### config.mk
export PLATFORM = sky130hd
export DESIGN_NAME = arrival_tree_barrier_pool_flat
export DESIGN_NICKNAME = d
export VERILOG_FILES = /design/src/design/atbp_pkg.sv /design/src/design/atbp_in_if.sv /design/src/design/atbp_out_if.sv /design/src/design/atbp_cfg_if.sv /design/src/design/atbp_ctrl.sv /design/src/design/atbp_dp.sv /design/src/design/arrival_tree_barrier_pool.sv /design/src/flat_wrapper.sv
export SDC_FILE = /design/constraint.sdc
export NUM_CORES = 2
export LEC_CHECK = 0
export CORE_ASPECT_RATIO = 1.25
export CORE_UTILIZATION = 37
export CTS_BUF_LIST = sky130_fd_sc_hd__clkbuf_16
export CTS_CLUSTER_DIAMETER = 30
export DETAILED_ROUTE_END_ITERATION = 6
export DONT_BUFFER_PORTS = 1
export SYNTH_ARGS = -nofsm -noshare
export SYNTH_HDL_FRONTEND = slang
export SYNTH_SLANG_ARGS = --single-unit
### constraint.sdc
create_clock -name clk -period 5.9 [get_ports clk]
set_input_delay 0.59 -clock clk [delete_from_list [all_inputs] [get_ports clk]]
set_output_delay 0.59 -clock clk [all_outputs]
set_load 0.01 [all_outputs]
### src/design/atbp_pkg.sv
// Shared constants, codes and control types of the arrival tree barrier pool.
package atbp_pkg;

  localparam int ACTION_W = 2;
  localparam int TREE_W   = 6;
  localparam int LEAF_W   = 5;
  localparam int STATUS_W = 2;
  localparam int CFG_W    = 6;

  localparam int DEF_NUM_TREES  = 64;
  localparam int DEF_MAX_LEAVES = 32;

  localparam logic [CFG_W-1:0] LEAVES_RST = 6'd32;

  localparam logic [ACTION_W-1:0] ACT_ALLOC  = 2'd0;
  localparam logic [ACTION_W-1:0] ACT_FREE   = 2'd1;
  localparam logic [ACTION_W-1:0] ACT_ARRIVE = 2'd2;

  localparam logic [STATUS_W-1:0] ST_OK    = 2'd0;
  localparam logic [STATUS_W-1:0] ST_EMPTY = 2'd1;
  localparam logic [STATUS_W-1:0] ST_RANGE = 2'd2;

  typedef struct packed {
    logic load;
    logic commit;
    logic clr_step;
  } ctrl_cmd_t;

  typedef struct packed {
    logic clr_last;
  } dp_status_t;

endpackage

### src/design/atbp_in_if.sv
// Request channel interface of the arrival tree barrier pool.
interface atbp_in_if;
  logic                          valid;
  logic                          ready;
  logic [atbp_pkg::ACTION_W-1:0] action;
  logic [atbp_pkg::TREE_W-1:0]   tree_id;
  logic [atbp_pkg::LEAF_W-1:0]   leaf_index;

  modport source (output valid, output action, output tree_id, output leaf_index,
                  input ready);
  modport sink   (input valid, input action, input tree_id, input leaf_index,
                  output ready);
endinterface

### src/design/atbp_out_if.sv
// Result channel interface of the arrival tree barrier pool.
interface atbp_out_if;
  logic                          valid;
  logic                          ready;
  logic [atbp_pkg::STATUS_W-1:0] status;
  logic [atbp_pkg::TREE_W-1:0]   granted_tree;
  logic                          is_last;

  modport source (output valid, output status, output granted_tree, output is_last,
                  input ready);
  modport sink   (input valid, input status, input granted_tree, input is_last,
                  output ready);
endinterface

### src/design/atbp_cfg_if.sv
// Configuration write channel interface of the arrival tree barrier pool.
interface atbp_cfg_if;
  logic                       valid;
  logic                       ready;
  logic [atbp_pkg::CFG_W-1:0] leaves_in_use;

  modport source (output valid, output leaves_in_use, input ready);
  modport sink   (input valid, input leaves_in_use, output ready);
endinterface

### src/design/atbp_ctrl.sv
// Controller state machine: memory clearing sweep, request sequencing, output valid.
module atbp_ctrl (
  input  logic                  clk,
  input  logic                  rst_n,
  input  logic                  in_valid,
  output logic                  in_ready,
  output logic                  out_valid,
  input  logic                  out_ready,
  output atbp_pkg::ctrl_cmd_t   cmd,
  input  atbp_pkg::dp_status_t  dp_stat
);
  import atbp_pkg::*;

  typedef enum logic [1:0] {
    S_CLEAR,
    S_IDLE,
    S_EXEC
  } state_t;

  state_t state_r, state_nxt;
  logic   out_valid_r, out_valid_nxt;

  always_comb begin
    cmd.clr_step = (state_r == S_CLEAR);
    cmd.load     = (state_r == S_IDLE) && in_valid;
    cmd.commit   = (state_r == S_EXEC) && (!out_valid_r || out_ready);

    state_nxt = state_r;
    case (state_r)
      S_CLEAR: begin
        if (dp_stat.clr_last) state_nxt = S_IDLE;
      end
      S_IDLE: begin
        if (in_valid) state_nxt = S_EXEC;
      end
      S_EXEC: begin
        if (cmd.commit) state_nxt = S_IDLE;
      end
      default: begin
        state_nxt = S_CLEAR;
      end
    endcase

    if (cmd.commit) begin
      out_valid_nxt = 1'b1;
    end else if (out_ready) begin
      out_valid_nxt = 1'b0;
    end else begin
      out_valid_nxt = out_valid_r;
    end
  end

  always_ff @(posedge clk) begin
    if (!rst_n) begin
      state_r     <= S_CLEAR;
      out_valid_r <= 1'b0;
    end else begin
      state_r     <= state_nxt;
      out_valid_r <= out_valid_nxt;
    end
  end

  assign in_ready  = (state_r == S_IDLE);
  assign out_valid = out_valid_r;

endmodule

### src/design/atbp_dp.sv
// Datapath: free list head, link and flag memories, arrival walk and result registers.
module atbp_dp #(
  parameter int NUM_TREES  = atbp_pkg::DEF_NUM_TREES,
  parameter int MAX_LEAVES = atbp_pkg::DEF_MAX_LEAVES
) (
  input  logic                          clk,
  input  logic                          rst_n,
  input  atbp_pkg::ctrl_cmd_t           cmd,
  output atbp_pkg::dp_status_t          dp_stat,
  input  logic [atbp_pkg::ACTION_W-1:0] in_action,
  input  logic [atbp_pkg::TREE_W-1:0]   in_tree_id,
  input  logic [atbp_pkg::LEAF_W-1:0]   in_leaf_index,
  input  logic                          cfg_we,
  input  logic [atbp_pkg::CFG_W-1:0]    cfg_leaves,
  output logic [atbp_pkg::STATUS_W-1:0] out_status,
  output logic [atbp_pkg::TREE_W-1:0]   out_granted_tree,
  output logic                          out_is_last
);
  import atbp_pkg::*;

  localparam int TW  = $clog2(NUM_TREES);
  localparam int LKW = TW + 1;
  localparam int FW  = MAX_LEAVES - 1;
  localparam int CW  = $clog2(MAX_LEAVES) + 1;
  localparam int NLV = $clog2(MAX_LEAVES);

  // Link entries hold an empty mark above the tree id.
  logic [LKW-1:0] link_mem [NUM_TREES];
  logic [FW-1:0]  flag_mem [NUM_TREES];

  logic [ACTION_W-1:0] op_action_r;
  logic [TREE_W-1:0]   op_tree_r;
  logic [LEAF_W-1:0]   op_leaf_r;
  logic [CFG_W-1:0]    leaves_r;
  logic                head_empty_r, head_empty_nxt;
  logic [TW-1:0]       head_id_r, head_id_nxt;
  logic [TW-1:0]       clr_addr_r;
  logic [LKW-1:0]      link_rd_r;
  logic [FW-1:0]       flags_rd_r;
  logic [STATUS_W-1:0] status_r, status_nxt;
  logic [TREE_W-1:0]   granted_r, granted_nxt;
  logic                last_r, last_nxt;

  logic [31:0]    in_tree32, tree32, head32, leaves32, eff32, p1_32;
  logic [TW-1:0]  in_tree_addr, tree_addr, wr_addr;
  logic           tree_ok, leaf_ok, clr_last;
  logic [CW-1:0]  p1, hop;
  logic [FW-1:0]  probe, set_mask;
  logic           found;
  logic           link_we, flag_we;
  logic [LKW-1:0] link_wdata;
  logic [FW-1:0]  flag_wdata;

  assign in_tree32    = 32'(in_tree_id);
  assign in_tree_addr = in_tree32[TW-1:0];
  assign tree32       = 32'(op_tree_r);
  assign tree_addr    = tree32[TW-1:0];
  assign tree_ok      = tree32 < 32'(NUM_TREES);
  assign head32       = 32'(head_id_r);
  assign clr_last     = (clr_addr_r == TW'(NUM_TREES - 1));
  assign dp_stat.clr_last = clr_last;

  // Leaf count clamped to the range the tree supports.
  assign leaves32 = 32'(leaves_r);
  always_comb begin
    if (leaves32 < 32'd2) begin
      eff32 = 32'd2;
    end else if (leaves32 > 32'(MAX_LEAVES)) begin
      eff32 = 32'(MAX_LEAVES);
    end else begin
      eff32 = leaves32;
    end
  end

  assign leaf_ok = 32'(op_leaf_r) < eff32;
  // Heap position plus one; ancestor k of the leaf is (p1 >> k) - 1.
  assign p1_32   = eff32 + 32'(op_leaf_r);
  assign p1      = p1_32[CW-1:0];

  // Find the nearest ancestor whose visited flag is still clear.
  always_comb begin
    found    = 1'b0;
    set_mask = '0;
    probe    = '0;
    hop      = '0;
    for (int k = 1; k <= NLV; k++) begin
      hop = p1 >> k;
      if (!found && hop != '0) begin
        for (int j = 0; j < FW; j++) begin
          probe[j] = ((hop - CW'(1)) == CW'(j));
        end
        if ((flags_rd_r & probe) == '0) begin
          found    = 1'b1;
          set_mask = probe;
        end
      end
    end
  end

  always_comb begin
    status_nxt     = ST_OK;
    granted_nxt    = '0;
    last_nxt       = 1'b0;
    head_empty_nxt = head_empty_r;
    head_id_nxt    = head_id_r;
    link_we        = 1'b0;
    flag_we        = 1'b0;
    link_wdata     = {head_empty_r, head_id_r};
    flag_wdata     = '0;
    wr_addr        = tree_addr;

    if (cmd.clr_step) begin
      wr_addr    = clr_addr_r;
      link_we    = 1'b1;
      flag_we    = 1'b1;
      link_wdata = clr_last ? {1'b1, {TW{1'b0}}} : {1'b0, TW'(clr_addr_r + TW'(1))};
    end else if (cmd.commit) begin
      case (op_action_r)
        ACT_ALLOC: begin
          if (!head_empty_r) begin
            granted_nxt    = head32[TREE_W-1:0];
            head_empty_nxt = link_rd_r[LKW-1];
            head_id_nxt    = link_rd_r[TW-1:0];
          end else begin
            status_nxt = ST_EMPTY;
          end
        end
        ACT_FREE: begin
          if (tree_ok) begin
            link_we        = 1'b1;
            flag_we        = 1'b1;
            head_empty_nxt = 1'b0;
            head_id_nxt    = tree_addr;
          end
        end
        ACT_ARRIVE: begin
          if (tree_ok) begin
            if (!leaf_ok) begin
              status_nxt = ST_RANGE;
            end else begin
              last_nxt   = !found;
              flag_we    = 1'b1;
              flag_wdata = flags_rd_r | set_mask;
            end
          end
        end
        default: begin
          status_nxt = ST_OK;
        end
      endcase
    end
  end

  always_ff @(posedge clk) begin
    if (link_we) link_mem[wr_addr] <= link_wdata;
    if (flag_we) flag_mem[wr_addr] <= flag_wdata;
    if (cmd.load) begin
      link_rd_r  <= link_mem[head_id_r];
      flags_rd_r <= flag_mem[in_tree_addr];
    end
  end

  always_ff @(posedge clk) begin
    if (!rst_n) begin
      leaves_r     <= LEAVES_RST;
      head_empty_r <= 1'b0;
      head_id_r    <= '0;
      clr_addr_r   <= '0;
    end else begin
      if (cfg_we) leaves_r <= cfg_leaves;
      if (cmd.clr_step && !clr_last) clr_addr_r <= clr_addr_r + TW'(1);
      if (cmd.commit) begin
        head_empty_r <= head_empty_nxt;
        head_id_r    <= head_id_nxt;
      end
    end
  end

  always_ff @(posedge clk) begin
    if (cmd.load) begin
      op_action_r <= in_action;
      op_tree_r   <= in_tree_id;
      op_leaf_r   <= in_leaf_index;
    end
    if (cmd.commit) begin
      status_r  <= status_nxt;
      granted_r <= granted_nxt;
      last_r    <= last_nxt;
    end
  end

  assign out_status       = status_r;
  assign out_granted_tree = granted_r;
  assign out_is_last      = last_r;

endmodule

### src/design/arrival_tree_barrier_pool.sv
// Top level of the arrival tree barrier pool: controller and datapath.
//
// The block keeps NUM_TREES binary arrival trees and a last-in first-out free
// list of their ids. Each request beat on in_ch carries an action (allocate,
// free or arrive), a tree id and a leaf index, and yields exactly one result
// beat on out_ch with a status, the granted tree id and the last-arrival flag.
// The cfg_ch channel writes the leaf count shared by all trees; it is always ready and is
// meant to be written only while no request is in flight.
// In the cycle a request is accepted the link and flag memories are read at
// the free list head and at the named tree. Once the result register is free
// or being drained, the result is formed and registered; an arrival sets the
// nearest clear ancestor flag in the tree's flag word, and a free clears that
// word and links the tree in as the new list head. A new request is taken only
// after the previous one is committed to the result register that drives out_ch.
// After reset the block sweeps both memories to their initial contents (empty
// flags, each link pointing at the next id); in_ch is not ready during that
// sweep, while cfg_ch writes are still taken.
// The result register lets one finished result wait while the next request is
// accepted; if the receiver still stalls, the block holds that request until
// the result register frees up.
module arrival_tree_barrier_pool #(
  parameter int NUM_TREES  = atbp_pkg::DEF_NUM_TREES,
  parameter int MAX_LEAVES = atbp_pkg::DEF_MAX_LEAVES
) (
  input  logic              clk,
  input  logic              rst_n,
  atbp_in_if.sink           in_ch,
  atbp_out_if.source        out_ch,
  atbp_cfg_if.sink          cfg_ch
);
  import atbp_pkg::*;

  ctrl_cmd_t  cmd;
  dp_status_t dp_stat;

  // Configuration writes land in a plain register and never stall.
  assign cfg_ch.ready = 1'b1;

  atbp_ctrl u_ctrl (
    .clk       (clk),
    .rst_n     (rst_n),
    .in_valid  (in_ch.valid),
    .in_ready  (in_ch.ready),
    .out_valid (out_ch.valid),
    .out_ready (out_ch.ready),
    .cmd       (cmd),
    .dp_stat   (dp_stat)
  );

  atbp_dp #(
    .NUM_TREES  (NUM_TREES),
    .MAX_LEAVES (MAX_LEAVES)
  ) u_dp (
    .clk              (clk),
    .rst_n            (rst_n),
    .cmd              (cmd),
    .dp_stat          (dp_stat),
    .in_action        (in_ch.action),
    .in_tree_id       (in_ch.tree_id),
    .in_leaf_index    (in_ch.leaf_index),
    .cfg_we           (cfg_ch.valid && cfg_ch.ready),
    .cfg_leaves       (cfg_ch.leaves_in_use),
    .out_status       (out_ch.status),
    .out_granted_tree (out_ch.granted_tree),
    .out_is_last      (out_ch.is_last)
  );

endmodule

### src/flat_wrapper.sv
// flat-port wrapper written by rule: the top's interface ports become plain ports
module arrival_tree_barrier_pool_flat import atbp_pkg::*;
#(
  parameter int NUM_TREES  = atbp_pkg::DEF_NUM_TREES,
  parameter int MAX_LEAVES = atbp_pkg::DEF_MAX_LEAVES
)
  (clk, rst_n, in_ch_valid, in_ch_action, in_ch_tree_id, in_ch_leaf_index, in_ch_ready, out_ch_valid, out_ch_status, out_ch_granted_tree, out_ch_is_last, out_ch_ready, cfg_ch_valid, cfg_ch_leaves_in_use, cfg_ch_ready);
  atbp_in_if in_ch_i ();
  atbp_out_if out_ch_i ();
  atbp_cfg_if cfg_ch_i ();
  input  logic clk;
  input  logic rst_n;
  input wire logic [$bits(in_ch_i.valid)-1:0] in_ch_valid;
  input wire logic [$bits(in_ch_i.action)-1:0] in_ch_action;
  input wire logic [$bits(in_ch_i.tree_id)-1:0] in_ch_tree_id;
  input wire logic [$bits(in_ch_i.leaf_index)-1:0] in_ch_leaf_index;
  output wire logic [$bits(in_ch_i.ready)-1:0] in_ch_ready;
  output wire logic [$bits(out_ch_i.valid)-1:0] out_ch_valid;
  output wire logic [$bits(out_ch_i.status)-1:0] out_ch_status;
  output wire logic [$bits(out_ch_i.granted_tree)-1:0] out_ch_granted_tree;
  output wire logic [$bits(out_ch_i.is_last)-1:0] out_ch_is_last;
  input wire logic [$bits(out_ch_i.ready)-1:0] out_ch_ready;
  input wire logic [$bits(cfg_ch_i.valid)-1:0] cfg_ch_valid;
  input wire logic [$bits(cfg_ch_i.leaves_in_use)-1:0] cfg_ch_leaves_in_use;
  output wire logic [$bits(cfg_ch_i.ready)-1:0] cfg_ch_ready;
  assign in_ch_i.valid = in_ch_valid;
  assign in_ch_i.action = in_ch_action;
  assign in_ch_i.tree_id = in_ch_tree_id;
  assign in_ch_i.leaf_index = in_ch_leaf_index;
  assign in_ch_ready = in_ch_i.ready;
  assign out_ch_valid = out_ch_i.valid;
  assign out_ch_status = out_ch_i.status;
  assign out_ch_granted_tree = out_ch_i.granted_tree;
  assign out_ch_is_last = out_ch_i.is_last;
  assign out_ch_i.ready = out_ch_ready;
  assign cfg_ch_i.valid = cfg_ch_valid;
  assign cfg_ch_i.leaves_in_use = cfg_ch_leaves_in_use;
  assign cfg_ch_ready = cfg_ch_i.ready;
  arrival_tree_barrier_pool #(.NUM_TREES(NUM_TREES), .MAX_LEAVES(MAX_LEAVES)) u_core (.clk(clk), .rst_n(rst_n), .in_ch(in_ch_i), .out_ch(out_ch_i), .cfg_ch(cfg_ch_i));
endmodule
==> run summary <==
The run finished with clean final reports. The headroom to the max-slew limit came out at 9.21%. The destination of the worst register-to-register timing path is u_core.u_dp.flag_mem[38][16]$_DFFE_PP_. The number of distinct library cells after synthesis is 83. The final estimated routing congestion in global placement came out at 0.883. The share of flip-flops with an asynchronous set or reset after synthesis came out at 0%.

The residual antenna-violating net count after detailed routing came out at 0. The number of synthesized flops with an enable pin came out at 2492. The ratio of total power to cell area came out at 365 nW/µm². The final worst clock skew is 0.0936 ns. The overall track demand over capacity in global routing came out at 19.7%. The compound-cell area share of the yosys netlist came out at 0.957%.

In this run the vertical extent of the chip is 576 µm. The element type at the critical path end is a register. The Yosys step of the flow raised 0 warnings. The setup slack of the most critical reg-to-reg path came out at 0.19 ns. The later-pin clock latency in the skew report came out at 0.87 ns. The kind of start point of the critical path is a register. The chip width came out at 461 µm.

The worst setup path is of the register to register kind. After routing, the total negative slack on setup checks comes to 0 ns. The placeable core area came out at 262000 µm². Summed over all cells, the static leakage comes to 41.0 nW. The routed wire length is 264000 µm. The net count of the mapped netlist came out at 4167.

The achievable frequency came out at 0.175 GHz. The gate count of the mapped netlist came out at 4129. The max-cap violation count is 0. The number of instances resized during post-cts repair is 0. The simple-gate portion of the synthesized area is 1.92%. The area share of the largest cell type after synthesis came out at 76.7%. The effective utilization at floorplan came out at 37.2%. For this run, design rule violations remaining after detail routing come to 0.

Among all flip-flop cells after synthesis, the most frequent one is edfxtp_1. The number of optimization iterations in the first detailed-route pass came out at 5. The routed via count is 46603.

STA puts the critical path data required time at 6.48 ns. The floorplan die area is 266000 µm². The initial antenna violation count came out at 13. The final number of hold-violating endpoints is 0.

Counting every sink on the clock net gives 2514. The worst-path maximum fanout is 32. TritonCTS built the clock tree.

The cell row count is 210. edfxtp_1 takes more of the synthesized area than any other cell. The xor/xnor share of the synthesized area came out at 0.105%. The pin count of the biggest net entering global routing is 498. The synthesized-area fraction occupied by adder cells is 0.187%. VDD sags by at most 0.273 mV. The number of nets at the end of the flow came out at 4513. The vias per cell came out at 5.62. The final-report max-slew violation count is 0. The root buffer cell is clkbuf_16. The part of the Yosys area used for sequential elements is 77.2%. The number of global-route vias before repair came out at 48046. The boundary pin count is 36. After synthesis, the cell types taking the most area are edfxtp_1 77%, mux4_2 18%, nor2_1 0.68%, clkbuf_1 0.58%, dfxtp_1 0.45%. The area of the mapped netlist came out at 97600 µm². The final cell area excluding filler cells came out at 117000 µm². The clock buffer count from CTS is 376. The most critical setup path has its startpoint at u_core.u_dp.leaves_r[5]$_SDFFE_PN1P_.

The number of cell instances on the worst register-to-register path is 14. The cell area reported after detailed placement is 104000 µm². For the worst setup path, the data arrival time is 6.29 ns.

The H-tree level count is 5. The fraction of layout cells with a size suffix above 1 came out at 36.0%. The detailed router finished its first iteration with 4921 violations. In the final routed layout, each cell accounts on average for 31.8 µm. By count the netlist is led by 2492 x edfxtp_1, 799 x mux4_2, 177 x nor2_1. The path type of the worst min-delay path is input port to register.

The post-synthesis area per instance came out at 23.6 µm². The final count of negative-setup-slack endpoints came out at 0. Cells fill 44.6% of the core in the end. In this run, synthesis produced a sequential element count of 2514. Setup repair after global routing left no endpoint under its margin. By area, the combinational part of the netlist is dominated by multiplexers.

The layout-stage area growth over the synthesis result came out at 19.7%. The startpoint of the worst-slack reg-to-reg timing path is u_core.u_dp.leaves_r[5]$_SDFFE_PN1P_. The smallest clock period supported by the final layout is computed as 5.71 ns.

The sum of net half-perimeters after detailed placement is 144000 µm. Among all cell types in the netlist, the one instantiated most often is edfxtp_1. The end point of the critical path is u_core.u_dp.flag_mem[38][16]$_DFFE_PP_. Clock-pin slew was measured on the worst setup and hold paths at 0.05 ns. The period utilization came out at 96.8%. The longest clock path from root to sink contains 4 buffers. The first global-routing pass estimated 370000 µm of wire. The total overflow left after global routing is 0.

The multiplexer fraction of the synthesized cell area came out at 18.7%. The actual slew at the worst max-slew pin is 1.36 ns. The number of port buffers is 0.
-- worst min path at each step --
stage,start,cells after the start,to
floorplan,u_core.u_dp.head_empty_r$_SDFFE_PN0P_,2,u_core.u_dp.head_empty_r$_SDFFE_PN0P_
global placement,u_core.u_dp.head_id_r[2]$_SDFFE_PN0P_,1,u_core.u_dp.head_id_r[2]$_SDFFE_PN0P_
detailed placement,u_core.u_dp.head_id_r[2]$_SDFFE_PN0P_,1,u_core.u_dp.head_id_r[2]$_SDFFE_PN0P_
CTS,in_ch_valid,3,u_core.u_ctrl.state_r[0]$_SDFFE_PN0P_
global route,in_ch_tree_id[5],1,u_core.u_dp.flags_rd_r[25]$_DFFE_PP_
finish,in_ch_valid,3,u_core.u_ctrl.state_r[0]$_SDFFE_PN0P_
-- worst max-delay path, stage by stage (launching register included) --
cell and delay [ns]:
dfxtp_1 0.44, nand3b_1 0.30, nor2_1 0.13, inv_1 0.06
fa_1 0.49, xor2_2 0.85, nor2_1 0.41, a32oi_1 0.29
mux2i_1 0.13, o32ai_2 0.47, nand3_4 0.40, nor2_2 0.51
a31oi_1 0.21, nor2_4 0.30, buf_4 0.38
-- per-layer routing --
metal / track usage (%) / wire length (µm)
met5: 0 / 34
met4: 6.40 / 8880
met1: 25.4 / 102000
met3: 3.67 / 18600
met2: 33.7 / 134000
-- state kept, by name, indices dropped and copies added (netlist names), 2 cells and up --
register                      count
u_core.u_dp.flag_mem           1984
u_core.u_dp.op_leaf_r             5
u_core.u_dp.op_action_r           2
u_core.u_dp.out_status            2
u_core.u_dp.clr_addr_r            6
u_core.u_ctrl.state_r             2
u_core.u_dp.out_granted_tree      6
u_core.u_dp.flags_rd_r           31
u_core.u_dp.link_mem            448
u_core.u_dp.link_rd_r             7
u_core.u_dp.leaves_r              6
u_core.u_dp.op_tree_r             6
u_core.u_dp.head_id_r             6
-- cell type report --
cell class                      instances  area (µm²)
Inverter                               22        82.6
Multi-Input combinational cell       1370       22100
Clock inverter                        305        3130
Tap cell                             3498        4380
Timing Repair Buffer                  191        2170
Antenna cell                            6        15.0
Sequential cell                      2514       75300
Clock buffer                          383        9580
Fill cell                           21731      145000
-- cells by family after synthesis --
group,after synthesis
xor+xnor,10
fa+ha+maj,14
flops,2514
mux,823
simple gates,391
buf+inv,245
compound gates,131
other cells,1
-- power by group --
| part | switching (mW) | total (mW) | internal, mW |
|---|---|---|---|
| sequential | 0.0285 | 19.5 | 19.5 |
| clock | 8.42 | 22.1 | 13.7 |
| combinational | 0.599 | 0.998 | 0.399 |
| total | 9.05 | 42.7 | 33.6 |
-- through the flow --
stage / cells / total power [mW] / worst slack [ns] / hold slack (ns)
CTS: 8276 / 42.8 / 0.304 / 0.00171
global route: 8285 / 43.7 / 0.000326 / 0.0158
floorplan: 4129 / 20.6 / 0.105 / 0.469
global placement: 7560 / 20.7 / 0.327 / 0.491
finish: 8289 / 42.7 / 0.189 / 0.0620
detailed placement: 7560 / 20.7 / 0.384 / 0.510
-- cell usage in the layout, fill, tap and decap left out, types with 19 or more instances in the layout --
master and instances:
edfxtp_1 2492, mux4_2 799, clkbuf_16 383, buf_4 114, nor2_1 92, nor2_4 85, nand2_1 68, inv_1 48
inv_6 46, clkinv_4 45, clkinv_2 45, clkinvlp_4 44, buf_12 42, bufinv_16 38, clkinv_1 34, nand3_1 32
dlygate4sd3_1 28, mux2i_1 23, a21oi_1 22, dfxtp_1 19
-- repair_timing --
item                      4_1_cts  5_1_grt
hold buffers                   28        0
buffers inserted                0        0
hold endpoints to repair       38        0
(Power assumes the default switching activity.)
